## config.mk

```make
export PLATFORM = sky130hd
export DESIGN_NAME = eccpm_mod_mul
export DESIGN_NICKNAME = d
export VERILOG_FILES = /design/src/rtl/core/eccpm_pkg.sv /design/src/rtl/core/eccpm_mod_mul.sv
export SDC_FILE = /design/constraint.sdc
export NUM_CORES = 1
export LEC_CHECK = 0
export ABC_AREA = 1
export BUFFER_PORTS_ARGS = -buffer_cell sky130_fd_sc_hd__buf_4
export CAP_MARGIN = 20
export CORE_MARGIN = 2
export CORE_UTILIZATION = 40
export CTS_BUF_LIST = sky130_fd_sc_hd__clkbuf_8
export CTS_CLUSTER_SIZE = 25
export DETAILED_ROUTE_END_ITERATION = 7
export PLACE_DENSITY = 0.7
export SLEW_MARGIN = 25
export SYNTH_ARGS = -nofsm -noshare
export SYNTH_HDL_FRONTEND = slang
export SYNTH_SLANG_ARGS = --single-unit
```

## constraint.sdc

```tcl
create_clock -name clock -period 6.1 [get_ports clock]
set_clock_uncertainty 0.2 [all_clocks]
set_input_delay 0.61 -clock clock [delete_from_list [all_inputs] [get_ports clock]]
set_output_delay 0.61 -clock clock [all_outputs]
set_load 0.01 [all_outputs]
```

## src/rtl/core/eccpm_pkg.sv

```systemverilog
// ----------------------------------------------------------------------------
// eccpm_pkg
// Shared types and constants for the elliptic curve scalar point multiplier.
// ----------------------------------------------------------------------------
`default_nettype none

package eccpm_pkg;

   // Default field width in bits.
   localparam int FIELD_WIDTH_DEF = 64;

   // Width of the port words and of the configuration data.
   localparam int WORD_WIDTH = 64;

   // Register reset values.
   localparam logic [WORD_WIDTH-1:0] PRIME_RESET = 64'd23;
   localparam logic [WORD_WIDTH-1:0] COEFF_RESET = 64'd1;

   // Configuration register indexes.
   typedef enum logic {
      CSR_PRIME = 1'b0,
      CSR_COEFF = 1'b1
   } csr_index_type;

   // Sequencer states.
   typedef enum logic [4:0] {
      ST_IDLE,
      ST_RED_A,
      ST_RED_X,
      ST_RED_Y,
      ST_LOOP,
      ST_PA_START,
      ST_DB_SQ,
      ST_DB_3,
      ST_DB_A,
      ST_INV_TEST,
      ST_INV_DIV,
      ST_INV_MUL,
      ST_INV_UPD,
      ST_SLOPE,
      ST_X_SQ,
      ST_X_SUB1,
      ST_X_SUB2,
      ST_Y_MUL,
      ST_Y_SUB,
      ST_DONE
   } state_type;

   // Handshake of an arithmetic unit toward the sequencer.
   typedef struct packed {
      logic busy;
      logic done;
   } unit_status_type;

endpackage

`default_nettype wire

```

## src/rtl/core/eccpm_mod_mul.sv

```systemverilog
// ----------------------------------------------------------------------------
// eccpm_mod_mul
// Bit-serial modular multiplier: double-and-add, one multiplier bit a cycle.
// ----------------------------------------------------------------------------
`default_nettype none

module eccpm_mod_mul
   import eccpm_pkg::*;
#(
   parameter int FIELD_WIDTH = FIELD_WIDTH_DEF
) (
   input  wire logic                   clock,
   input  wire logic                   reset,
   input  wire logic                   mul_start,
   input  wire logic [FIELD_WIDTH-1:0] mul_x,
   input  wire logic [FIELD_WIDTH-1:0] mul_y,
   input  wire logic [FIELD_WIDTH-1:0] mul_p,
   output      unit_status_type        mul_status,
   output      logic [FIELD_WIDTH-1:0] mul_prod
);

   localparam int W  = FIELD_WIDTH;
   localparam int CW = $clog2(W + 1);

   logic [W-1:0]  acc_ff;
   logic [W-1:0]  x_ff;
   logic [W-1:0]  y_ff;
   logic [CW-1:0] cnt_ff;
   logic          busy_ff;
   logic          done_ff;
   logic [W-1:0]  dbl_in;
   logic [W-1:0]  acc_in;

   // Modular add of two values already below p.
   function automatic logic [W-1:0] add_mod(input logic [W-1:0] a, input logic [W-1:0] b,
                                            input logic [W-1:0] p);
      logic [W:0] s;
      s = {1'b0, a} + {1'b0, b};
      if (s >= {1'b0, p}) begin
         s = s - {1'b0, p};
      end
      return s[W-1:0];
   endfunction

   // One step: double the accumulator, then add x when the top bit of y is set.
   always_comb begin
      dbl_in = add_mod(acc_ff, acc_ff, mul_p);
      acc_in = y_ff[W-1] ? add_mod(dbl_in, x_ff, mul_p) : dbl_in;
   end

   // Control: counter, busy and done pulse.
   always_ff @(posedge clock) begin
      if (reset) begin
         busy_ff <= 1'b0;
         done_ff <= 1'b0;
         cnt_ff  <= '0;
      end else begin
         done_ff <= 1'b0;
         if (mul_start && !busy_ff) begin
            busy_ff <= 1'b1;
            cnt_ff  <= CW'(W);
         end else if (busy_ff) begin
            cnt_ff <= cnt_ff - 1'b1;
            if (cnt_ff == CW'(1)) begin
               busy_ff <= 1'b0;
               done_ff <= 1'b1;
            end
         end
      end
   end

   // Datapath.
   always_ff @(posedge clock) begin
      if (mul_start && !busy_ff) begin
         acc_ff <= '0;
         x_ff   <= mul_x;
         y_ff   <= mul_y;
      end else if (busy_ff) begin
         acc_ff <= acc_in;
         y_ff   <= {y_ff[W-2:0], 1'b0};
      end
   end

   assign mul_status.busy = busy_ff;
   assign mul_status.done = done_ff;
   assign mul_prod        = acc_ff;

endmodule

`default_nettype wire

```

==> results.py <==
metrics = {
    "worst_setup_path": {
        "crit_required_ns": 6.40,
        "criticalPathCategory": "flop to flop",
        "path_delay_family": "simple AND/OR/NAND/NOR gates",
        "slowest_delay_ns": 0.44,
        "cp_slowest_cell": "nand4_1",
        "cp_common_cell": "nand2_1",
        "crit_arrival_ns": 6.98,
        "critPathBufInv": 10,
        "cp_max_fo": 8,
        "endpoint_kind": "flop",
        "startpoint_type": "flop",
    },
    "cts": {
        "cts_tree": "yes",
        "htreeDepth": 2,
        "cts_root_buffer": "clkbuf_8",
        "cts.sinks": 201,
        "max-clock-path-buffers": 3,
        "cts_buffers": 36,
        "clkTransAtPathRegs_ns": 0.07,
        "clk_latency_ns": 0.63,
    },
    "floorplanning": {
        "dieHeight_um": 259,
        "ios": 261,
        "coreArea_um2": 64500,
        "die_w_um": 259,
        "initial_core_util": 0.405,
        "die_area_um2": 67300,
        "rows": 93,
    },
    "route": {
        "vias": 37000,
        "wl_per_cell_um": 20.2,
        "postRouteAntennaNets": 0,
        "via_per_inst": 5.15,
        "drt-initial-drc-count": 3705,
        "drc": 0,
        "dr.pass1.iters": 7,
        "drt-total-wl_mm": 145,
    },
    "cells_and_area": {
        "drive_gt1_frac": 0.380,
        "syn_to_final_growth_pct": 71.3,
        "num-nets-final": 6693,
        "fill_cells": 5665,
        "fin_cells": 7183,
        "post-route-util": 0.694,
    },
    "synthesis": {
        "synthSimpleGateAreaFrac": 0.459,
        "synthMuxAreaShare": 0,
        "synth-warning-count": 0,
        "synth_cell_type_count": 42,
        "synth_compound_area_frac": 0.0762,
        "yosysSeqAreaShare": 0.203,
        "synth-xor-area-share": 0.0356,
        "async_flop_share": 0,
        "synth_top_family_by_area": "simple AND/OR/NAND/NOR gates",
        "synth.top_cell.area_share": 0.282,
        "synth_edf_count": 128,
        "syn-mean-instance-area_um2": 5.57,
        "synth_area_um2": 26100,
        "yosysTopAreaCell": "nand2_1",
        "yosysMostFrequentCell": "nand2_1",
        "synth_area_leaders": "nand2_1, edfxtp_1, inv_1",
        "ys.flop_type": "edfxtp_1",
        "synthTopCellsByCount": "nand2_1, inv_1, nand3_1, nor2_1, a21oi_1",
        "synthesis.nets": 5079,
        "ys_ff_latch": 201,
        "synthCells": 4687,
        "synthAdderAreaFrac": 0.0953,
    },
    "hold_path": {
        "min_path_type": "input port to flop",
    },
    "global_route": {
        "grt_max_degree": 84,
        "antenna_found_initial": 3,
        "grt_overflow_total": 0,
        "first_global_vias": 34900,
        "grtUsageTotal": 0.409,
        "grt_pass1_wl_mm": 205,
    },
    "place": {
        "hpwl_mm": 117,
        "dp.cells": 6962,
        "portBuffers": 260,
        "gp_congestion": 1.05,
    },
    "sta": {
        "maxSlewViolCount": 0,
        "min_period_ns": 6.68,
        "min_period_over_period": 1.10,
        "rsz0062_at_grt": "yes",
        "setup_slack_ns": -0.582,
        "slew_headroom": 0.367,
        "setup_violations": 64,
        "fmaxAchievable_mhz": 150,
        "hold_viol_final": 0,
        "worstMarginPinSlew_ns": 0.950,
    },
    "job": {
        "max_cap_viol_count": 0,
    },
    "status": {
        "violations": "setup timing",
        "status": "finished, violations left",
    },
}
-- per-layer routing --
| layer | wire [um] | global-route usage | part of all wire | vias up |
|---|---|---|---|---|
| met3 | 12700 | 0.0588 | 0.088 | 396 |
| met5 | 0 | 0 | 0 | - |
| met2 | 62800 | 0.653 | 0.43 | 1806 |
| li1 | - | - | - | 17900 |
| met4 | 10100 | 0.213 | 0.070 | 0 |
| met1 | 59700 | 0.536 | 0.41 | 16900 |
-- placed cells by master (no fill, tap or decap), types with 77 or more instances in the layout --
cell and n:
buf_4 1531, edfxtp_1 128, nor2_1 300, nand2_1 1685, nand3_1 357, nor2_2 84
xor2_1 79, nand2_2 206, inv_1 778, a21oi_1 161, nand2_4 77, ha_4 120
-- per-stage QoR --
stage | cell area (um2) | hold WS, ns | setup TNS (ns) | setup slack, ns
5_1_grt | 44700 | 0.0397 | -41.69 | -0.721
4_1_cts | 42300 | 0.0189 | -32.10 | -0.563
3_3_place_gp | 38200 | 0.267 | -173.51 | -2.81
2_1_floorplan | 26100 | 0.254 | 0 | 0.186
3_5_place_dp | 38200 | 0.272 | -172.50 | -2.77
6_report | 44700 | 0.0461 | -32.49 | -0.582
-- logic make-up after synthesis --
kind of cell,count (synthesis)
xor gates and xnor gates,106
adders and majority gates,197
DFF,201
AOI/OAI and AO/OA,365
and+or+nand+nor,2941
buffers and inverters,877
-- registers in the layout, summed over array words and instances, names as in the netlist --
register  count
done_ff       1
busy_ff       1
x_ff         64
mul_prod     64
y_ff         64
cnt_ff        7
-- tightest hold or removal path: cells and delay by family --
| family | cells | cell delay [ns] |
|---|---|---|
| and+or+nand+nor | 2 | 0.09 |
| buffers and inverters | 1 | 0.08 |
-- cell type report --
class                   count  area [um2]  share of cell area
diodes                      1        2.50           0.0000559
clock buffers              39         537              0.0120
clock inverters            25         165             0.00369
inverters                 800        3020              0.0675
multi-input cells        3609       21400               0.478
flip-flops and latches    201        5350               0.120
well taps                 855        1070              0.0239
repair buffers           1653       13200               0.295
-- worst paths after layout --
| check | depth (start not counted) | slack [ns] | startpoint | to |
|---|---|---|---|---|
| max | 45 | -0.58 | mul_prod[0] | mul_prod[55] |
| min | 3 | 0.05 | mul_y[63] | y_ff[63] |
| max reg2reg | 45 | -0.58 | mul_prod[0] | mul_prod[55] |
| min reg2reg | 2 | 0.28 | cnt_ff[1] | cnt_ff[1] |
-- timing repair --
item                                   in CTS  in global routing
setup endpoints to repair                  64                 64
pin swaps                                  89                192
cloned                                     13                  5
resized for setup                         452                487
hold buffers                               65                  0
buffers inserted                           36                 41
endpoints found under the hold margin      67                  0
Power is not shown: default switching activity piles up to over one toggle a cycle in this logic, so the estimate is an artifact.
