**src/rtl/core/eccpm_pkg.sv**
```systemverilog
// ----------------------------------------------------------------------------
// eccpm_pkg
// Shared types and constants for the elliptic curve scalar point multiplier.
// ----------------------------------------------------------------------------
`default_nettype none

package eccpm_pkg;

   // Default field width in bits.
   localparam int FIELD_WIDTH_DEF = 64;

   // Width of the port words and of the configuration data.
   localparam int WORD_WIDTH = 64;

   // Register reset values.
   localparam logic [WORD_WIDTH-1:0] PRIME_RESET = 64'd23;
   localparam logic [WORD_WIDTH-1:0] COEFF_RESET = 64'd1;

   // Configuration register indexes.
   typedef enum logic {
      CSR_PRIME = 1'b0,
      CSR_COEFF = 1'b1
   } csr_index_type;

   // Sequencer states.
   typedef enum logic [4:0] {
      ST_IDLE,
      ST_RED_A,
      ST_RED_X,
      ST_RED_Y,
      ST_LOOP,
      ST_PA_START,
      ST_DB_SQ,
      ST_DB_3,
      ST_DB_A,
      ST_INV_TEST,
      ST_INV_DIV,
      ST_INV_MUL,
      ST_INV_UPD,
      ST_SLOPE,
      ST_X_SQ,
      ST_X_SUB1,
      ST_X_SUB2,
      ST_Y_MUL,
      ST_Y_SUB,
      ST_DONE
   } state_type;

   // Handshake of an arithmetic unit toward the sequencer.
   typedef struct packed {
      logic busy;
      logic done;
   } unit_status_type;

endpackage

`default_nettype wire

```
**src/rtl/core/eccpm_div.sv**
```systemverilog
// ----------------------------------------------------------------------------
// eccpm_div
// Bit-serial restoring divider: one quotient bit a cycle.
// ----------------------------------------------------------------------------
`default_nettype none

module eccpm_div
   import eccpm_pkg::*;
#(
   parameter int FIELD_WIDTH = FIELD_WIDTH_DEF
) (
   input  wire logic                   clock,
   input  wire logic                   reset,
   input  wire logic                   div_start,
   input  wire logic [FIELD_WIDTH-1:0] div_dividend,
   input  wire logic [FIELD_WIDTH-1:0] div_divisor,
   output      unit_status_type        div_status,
   output      logic [FIELD_WIDTH-1:0] div_quot,
   output      logic [FIELD_WIDTH-1:0] div_rem
);

   localparam int W  = FIELD_WIDTH;
   localparam int CW = $clog2(W + 1);

   logic [W:0]    rem_ff;
   logic [W-1:0]  quo_ff;
   logic [W-1:0]  dvs_ff;
   logic [CW-1:0] cnt_ff;
   logic          busy_ff;
   logic          done_ff;
   logic [W:0]    trial_in;
   logic          fits_in;

   // Shift in the next dividend bit and try the subtraction.
   always_comb begin
      trial_in = {rem_ff[W-1:0], quo_ff[W-1]};
      fits_in  = (trial_in >= {1'b0, dvs_ff});
   end

   // Control: counter, busy and done pulse.
   always_ff @(posedge clock) begin
      if (reset) begin
         busy_ff <= 1'b0;
         done_ff <= 1'b0;
         cnt_ff  <= '0;
      end else begin
         done_ff <= 1'b0;
         if (div_start && !busy_ff) begin
            busy_ff <= 1'b1;
            cnt_ff  <= CW'(W);
         end else if (busy_ff) begin
            cnt_ff <= cnt_ff - 1'b1;
            if (cnt_ff == CW'(1)) begin
               busy_ff <= 1'b0;
               done_ff <= 1'b1;
            end
         end
      end
   end

   // Datapath: the dividend register turns into the quotient as it shifts.
   always_ff @(posedge clock) begin
      if (div_start && !busy_ff) begin
         rem_ff <= '0;
         quo_ff <= div_dividend;
         dvs_ff <= div_divisor;
      end else if (busy_ff) begin
         rem_ff <= fits_in ? (trial_in - {1'b0, dvs_ff}) : trial_in;
         quo_ff <= {quo_ff[W-2:0], fits_in};
      end
   end

   assign div_status.busy = busy_ff;
   assign div_status.done = done_ff;
   assign div_quot        = quo_ff;
   assign div_rem         = rem_ff[W-1:0];

endmodule

`default_nettype wire

```
**config.mk**
```make
export PLATFORM = sky130hd
export DESIGN_NAME = eccpm_div
export DESIGN_NICKNAME = d
export VERILOG_FILES = /design/src/rtl/core/eccpm_pkg.sv /design/src/rtl/core/eccpm_div.sv
export SDC_FILE = /design/constraint.sdc
export NUM_CORES = 1
export LEC_CHECK = 0
export BUFFER_PORTS_ARGS = -buffer_cell sky130_fd_sc_hd__buf_4
export CAP_MARGIN = 20
export CORE_MARGIN = 8
export CORE_UTILIZATION = 60
export CTS_CLUSTER_SIZE = 30
export DETAILED_ROUTE_END_ITERATION = 8
export PLACE_DENSITY = 0.89
export SLEW_MARGIN = 25
export SYNTH_ARGS = -nofsm -noshare
export SYNTH_HDL_FRONTEND = slang
export SYNTH_SLANG_ARGS = --single-unit
```
**constraint.sdc**
```tcl
create_clock -name clock -period 9.1 [get_ports clock]
set_input_delay 0 -clock clock [delete_from_list [all_inputs] [get_ports clock]]
set_output_delay 0 -clock clock [all_outputs]
set_load 0.05 [all_outputs]
```
==> results of run 1 <==
-- critical path: stages (launching register included) --
cell	delay (ns)
edfxtp_1	0.36
inv_1	0.06
ha_1	0.37
a21oi_1	0.21
nor2b_1	0.08
o21ai_1	0.15
nand2b_1	0.11
a21oi_1	0.20
o21ai_0	0.32
or4_4	0.64
o221ai_4	0.18
buf_6	0.61
or2_1	0.36
nor2_1	0.10
a211o_1	0.27
-- layer usage --
metal  vias to the layer above  part of all wire  track usage
met1                      5310              0.35        0.373
met5                         -                 0            0
met3                       187             0.095       0.0795
met2                       794              0.49        0.576
li1                       5025                 -            -
met4                         0             0.064        0.192
-- synth_stat cells (all sizes together) (6+ instances only) --
master  number
o221ai       6
mux2        66
nor2b       11
o21bai      10
a21o        32
a21oi      107
o21ai      107
xor2        26
a32oi        7
edfxtp     128
nand2      107
ha          66
buf         24
dfxtp       73
nor2        59
inv         84
nand3       12
xnor2       37
o211ai      10
nor3         8
nand2b      14
a22o        41
a21boi       8
and3        10
o21a         6
clkbuf      45
a31oi        8
nand4       29
-- worst min-delay path by stage --
stage / start / end / slack [ns]
6_report: div_divisor[53] / dvs_ff[53]$_DFFE_PP_ / 0.20
2_1_floorplan: reset / cnt_ff[6]$_SDFFE_PP0P_ / 0.07
3_3_place_gp: div_divisor[62] / dvs_ff[62]$_DFFE_PP_ / 0.18
5_1_grt: div_divisor[53] / dvs_ff[53]$_DFFE_PP_ / 0.21
4_1_cts: div_start / rem_ff[51]$_SDFFE_PP0P_ / 0.18
3_5_place_dp: div_divisor[39] / dvs_ff[39]$_DFFE_PP_ / 0.18
-- final cells by class --
class | instances | area [um2]
Tap cell | 265 | 332
Antenna cell | 1 | 2.50
Inverter | 84 | 315
Timing Repair Buffer | 395 | 3290
Clock buffer | 23 | 576
Multi-Input combinational cell | 835 | 5800
Fill cell | 1058 | 3480
Sequential cell | 201 | 5310
Clock inverter | 17 | 233
-- registers in the layout, summed over array words and instances, names as in the netlist --
register / count
rem_ff: 64
cnt_ff: 7
done_ff: 1
dvs_ff: 64
busy_ff: 1
div_quot: 64
-- layout by cell type, fill, tap and decap left out, types with 10 or more instances in the layout --
master | netlist | routed
a21o_1 | 32 | 32
a21oi_1 | 105 | 105
a22o_1 | 41 | 41
and3_1 | 10 | 10
buf_4 | 4 | 265
clkbuf_16 | 0 | 23
dfxtp_1 | 73 | 72
dlygate4sd3_1 | 0 | 129
edfxtp_1 | 128 | 128
ha_1 | 66 | 66
inv_1 | 84 | 83
mux2_2 | 66 | 66
nand2_1 | 107 | 107
nand2b_1 | 14 | 14
nand3_1 | 12 | 12
nand4_1 | 29 | 29
nor2_1 | 59 | 57
nor2b_1 | 11 | 11
o211ai_1 | 10 | 10
o21ai_0 | 76 | 76
o21ai_1 | 31 | 31
o21bai_1 | 10 | 10
xnor2_1 | 37 | 37
xor2_1 | 26 | 26
-- cell families after synthesis --
logic type / Yosys count / synth area share
AO/OA/AOI/OAI: 364 / 0.198
buffers and inverters: 153 / 0.0551
multiplexers: 68 / 0.0650
adder cells (fa/ha/maj): 67 / 0.0721
AND/OR/NAND/NOR: 273 / 0.111
XOR/XNOR: 63 / 0.0470
flip-flops: 201 / 0.452
-- per-stage QoR --
step	instances	util	hold slack, ns
floorplan	1189	-	0.0716
global placement	1651	0.711	0.178
detailed placement	1651	0.711	0.179
CTS	1820	0.820	0.178
global route	1821	0.820	0.207
finish	1821	0.820	0.201
-- where the power goes --
group / leakage, uW / switching, uW / internal (uW)
registers: 0.00185 / 63.5 / 1060
logic: 0.00468 / 511 / 300
clock network: 0.000400 / 407 / 629
total: 0.00693 / 981 / 1990
-- repair_timing --
action / in CTS / in global routing
hold endpoints to repair: 137 / 0
setup endpoints to repair: 0 / 0
buffers inserted: 0 / 0
hold buffers: 129 / 0
==> flow_summary.toml, run 1 <==
[status]
status = "finished, final reports clean"

[floorplan]
design.core.area_um2 = 19300
start_util = 0.607
dieArea_um2 = 24300
die_y_um = 156
die_width_um = 156
rows = 51
pin_count = 261

[clock_network]
root_buffer = "clkbuf_16"
cts_buffer_depth = 3
cts_max_level = 1
cts_made_buffers = 22
tritoncts = "done"
clock-sinks = 201
insertion_delay_ns = 0.52
cts.clk_slew.worst_paths_ns = 0.07
cts_resized = 0

[finish]
design_area_um2 = 15900
nets = 1737
drive_above_1_share = 0.246
area_growth_syn_to_layout_pct = 35.1

[place]
placed_cell_area_um2 = 13700
portBuffers = 260
pre_cts_ws_ns = 5.03
gp_congestion = 0.968
dp_hpwl_um = 24700

[synthesis]
yosysTopAreaCell = "edfxtp_1"
async_flop_share = 0
synth_cell_type_count = 66
synth_top_cell_area_share = 0.328
avgSynthCellArea_um2 = 9.87
synth_edf_count = 128
synth_warnings = 0
synthesis.nets = 1387
synth_seq_cells = 201
synth_ff_type = "edfxtp_1"
yosysSeqAreaShare = 0.452
ys_top_cells_by_area = "edfxtp_1 33%, dfxtp_1 12%, ha_1 7.0%"
netlist_area_um2 = 11700
syn_inst = 1189

[grt]
grt_pass1_vias = 11256
grt_pass1_wl_um = 63600
track_usage = 0.334
grt_max_degree = 126
grt_overflow = 0
antenna_found_initial = 1

[power]
p_leak_uw = 0.00693
total_power_uw = 2970
p_per_area_nw_per_um2 = 188
peakVddDrop_mv = 0.172

[routing]
drtIter0Drc = 1195
wl_um = 41800
first_pass_iters = 7
drtAntennaViolNets = 0
drc = 0
wl_per_cell_um = 23.0
vias = 11316
vias_per_cell = 6.21

[setup_path]
path_class = "reg -> reg"
crit_path_start_kind = "flop"
rr_endpoint = "rem_ff[55]$_SDFFE_PP0P_"
rr_startpoint = "dvs_ff[58]$_DFFE_PP_"
crit_end = "rem_ff[55]$_SDFFE_PP0P_"
critPathCaptureType = "flop"
reg2reg_depth = 14
cp.required_ns = 9.51
crit_start = "dvs_ff[58]$_DFFE_PP_"
path_max_fanout = 125
cp.arrival_ns = 4.59
ff2ff_setup_slack_ns = 4.92

[timing]
finalSetupViolCount = 0
setup_tns_ns = 0
rsz0062_at_grt = "false"
slew_headroom = 0.327
min_period_ns = 4.18
period_share = 0.459
finalHoldViolCount = 0
skew_ns = 0.0243
postLayoutSetupSlackWorst_ns = 4.92
fmax_ghz = 0.239
tightest_slew_ns = 1.01
slew_viol_final = 0

[min_path]
hold_path_class = "in -> reg"
holdPathStages = 2

[run]
max-cap-violations = 0
Note: power is estimated with default switching activity, not from simulation.
==> inputs of run 2 (changes only) <==
--- a/config.mk
+++ b/config.mk
@@ -8,10 +8,10 @@
 export BUFFER_PORTS_ARGS = -buffer_cell sky130_fd_sc_hd__buf_4
 export CAP_MARGIN = 20
 export CORE_MARGIN = 8
-export CORE_UTILIZATION = 60
+export CORE_UTILIZATION = 55
 export CTS_CLUSTER_SIZE = 30
 export DETAILED_ROUTE_END_ITERATION = 8
-export PLACE_DENSITY = 0.89
+export PLACE_DENSITY = 0.83
 export SLEW_MARGIN = 25
 export SYNTH_ARGS = -nofsm -noshare
 export SYNTH_HDL_FRONTEND = slang
==> constraint.sdc (replaced) <==
create_clock -name clock -period 3.95 [get_ports clock]
set_input_delay 0 -clock clock [delete_from_list [all_inputs] [get_ports clock]]
set_output_delay 0 -clock clock [all_outputs]
set_load 0.05 [all_outputs]
==> flow_summary.toml, run 2 (same netlist as run 1, synthesis figures left out) <==
[power]
peakVddDrop_mv = 0.392
p_per_area_nw_per_um2 = 415
total_power_uw = 6610
p_leak_uw = 0.00697

[setup_path]
rr_endpoint = "rem_ff[18]$_SDFFE_PP0P_"
cpMostUsedCell = "a21o_1"
crit_chain = "ha_1, a21o_1, a21o_1, or3_1, a21oi_1, nor2_1, o21ai_1, nor4_2, o221ai_4, buf_4, o21ai_0, a22o_1"
ff2ff_setup_slack_ns = 0.38
path_class = "reg -> reg"
path_buf_inv = 1
cp.required_ns = 4.37
path_delay_family = "compound AO/OA/AOI/OAI gates"
critPathCaptureType = "flop"
slowest_delay_ns = 0.47
path_max_fanout = 39
cp.arrival_ns = 3.99
reg2reg_depth = 12
crit_path_start_kind = "flop"
cpMaxStageDelayCell = "o21ai_1"
rr_startpoint = "rem_ff[17]$_SDFFE_PP0P_"

[finish]
drive_above_1_share = 0.250
nets = 1752
mostFrequentLayoutCell = "buf_4"
final_cell_mix = "279 x buf_4, 129 x dlygate4sd3_1, 128 x edfxtp_1"
diodes = 0
design_area_um2 = 15900
area_growth_syn_to_layout_pct = 35.7
fillers = 1349

[timing]
finalHoldViolCount = 0
fmax_ghz = 0.280
skew_ns = 0.0140
finalSetupViolCount = 0
setup_tns_ns = 0
period_share = 0.904
rsz0062_at_grt = "false"
slew_headroom = 0.402
tightest_slew_ns = 0.895
slew_viol_final = 0
min_period_ns = 3.57

[floorplan]
start_util = 0.560
design.core.area_um2 = 21000
rows = 53
pin_count = 261
die_width_um = 162
die_y_um = 162
dieArea_um2 = 26300

[clock_network]
cts_buffer_depth = 3
cts_setup_buffers = 0
cts_max_level = 1
root_buffer = "clkbuf_16"
clock-sinks = 201
tritoncts = "done"
cts_made_buffers = 23
cts.clk_slew.worst_paths_ns = 0.06
insertion_delay_ns = 0.53

[grt]
grt_overflow = 0
grt_max_degree = 55
antenna_found_initial = 0
track_usage = 0.291
grt_pass1_wl_um = 61000
grt_pass1_vias = 11076

[routing]
wl_per_cell_um = 21.1
first_pass_iters = 5
drtAntennaViolNets = 0
drtIter0Drc = 903
vias = 10750
wl_um = 39000
drc = 0
vias_per_cell = 5.82

[min_path]
hold_path_class = "in -> reg"
holdPathStages = 4
hp-start = "div_start"
hold_end = "rem_ff[51]$_SDFFE_PP0P_"

[status]
status = "finished, final reports clean"

[place]
gp_congestion = 0.959
placed_cell_area_um2 = 13900
portBuffers = 260
dp_hpwl_um = 26100

[run]
max-cap-violations = 0
run 2: changes by cell type in the layout (fill, tap and decap cells not counted), moves of 2 or more:
cell / before / now
clkbuf_1: 0 / 8
clkinv_1: 5 / 3
clkinv_2: 5 / 2
buf_4: 265 / 279
bufinv_16: 6 / 3
run 2: area by class of cell:
class	count	area, um2	area share
sequential	201	5310	0.333
clock buffer	32	619	0.0389
inverter	84	315	0.0198
tap	275	344	0.0216
multi-input combinational	835	5800	0.364
clock inverter	10	139	0.00872
timing repair buffer	409	3410	0.214
run 2: what timing repair did:
action,4_1_cts,5_1_grt
endpoints found under the setup margin,0,0
resized for setup,0,0
endpoints found under the hold margin,137,0
hold buffers,129,0
run 2: per-stage QoR:
stage	util	worst slack [ns]	std cells	hold WS (ns)
2_1_floorplan	-	0.231	1189	0.0716
3_3_place_gp	0.662	0.475	1675	0.178
3_5_place_dp	0.662	0.435	1675	0.179
4_1_cts	0.760	0.441	1846	0.147
5_1_grt	0.760	0.197	1846	0.184
6_report	0.760	0.378	1846	0.171
run 2: worst max-delay path by stage:
| stage | startpoint | cells past startpoint | slack, ns | to |
|---|---|---|---|---|
| after global routing | rem_ff[17]$_SDFFE_PP0P_ | 12 | 0.20 | rem_ff[17]$_SDFFE_PP0P_ |
| after floorplan | busy_ff$_SDFF_PP0_ | 5 | 0.23 | div_quot[56]$_DFFE_PP_ |
| after CTS | rem_ff[17]$_SDFFE_PP0P_ | 12 | 0.44 | rem_ff[17]$_SDFFE_PP0P_ |
| after detailed placement | rem_ff[17]$_SDFFE_PP0P_ | 12 | 0.44 | rem_ff[17]$_SDFFE_PP0P_ |
| after global placement | rem_ff[17]$_SDFFE_PP0P_ | 12 | 0.48 | rem_ff[17]$_SDFFE_PP0P_ |
| final | rem_ff[17]$_SDFFE_PP0P_ | 12 | 0.38 | rem_ff[18]$_SDFFE_PP0P_ |
run 2: layer usage:
metal	vias to the layer above	GRT usage	routed length, um
li1	5054	-	-
met1	5035	0.339	14800
met2	554	0.501	19000
met3	107	0.0661	3390
met4	0	0.131	1780
met5	-	0	0
run 2: worst register-to-register path, delay by kind of cell, from the launching register on:
| family | cells | cell delay, ns |
|---|---|---|
| AOI/OAI and AO/OA | 7 | 1.77 |
| adders and majority gates | 1 | 0.41 |
| buffers and inverters | 1 | 0.39 |
| DFF | 1 | 0.34 |
| and+or+nand+nor | 3 | 0.56 |
run 2: power by group:
| group | internal [uW] | switching [uW] | leakage, uW |
|---|---|---|---|
| logic | 697 | 1130 | 0.00475 |
| registers | 2450 | 145 | 0.00185 |
| clock network | 1300 | 893 | 0.000365 |
| total | 4440 | 2170 | 0.00697 |
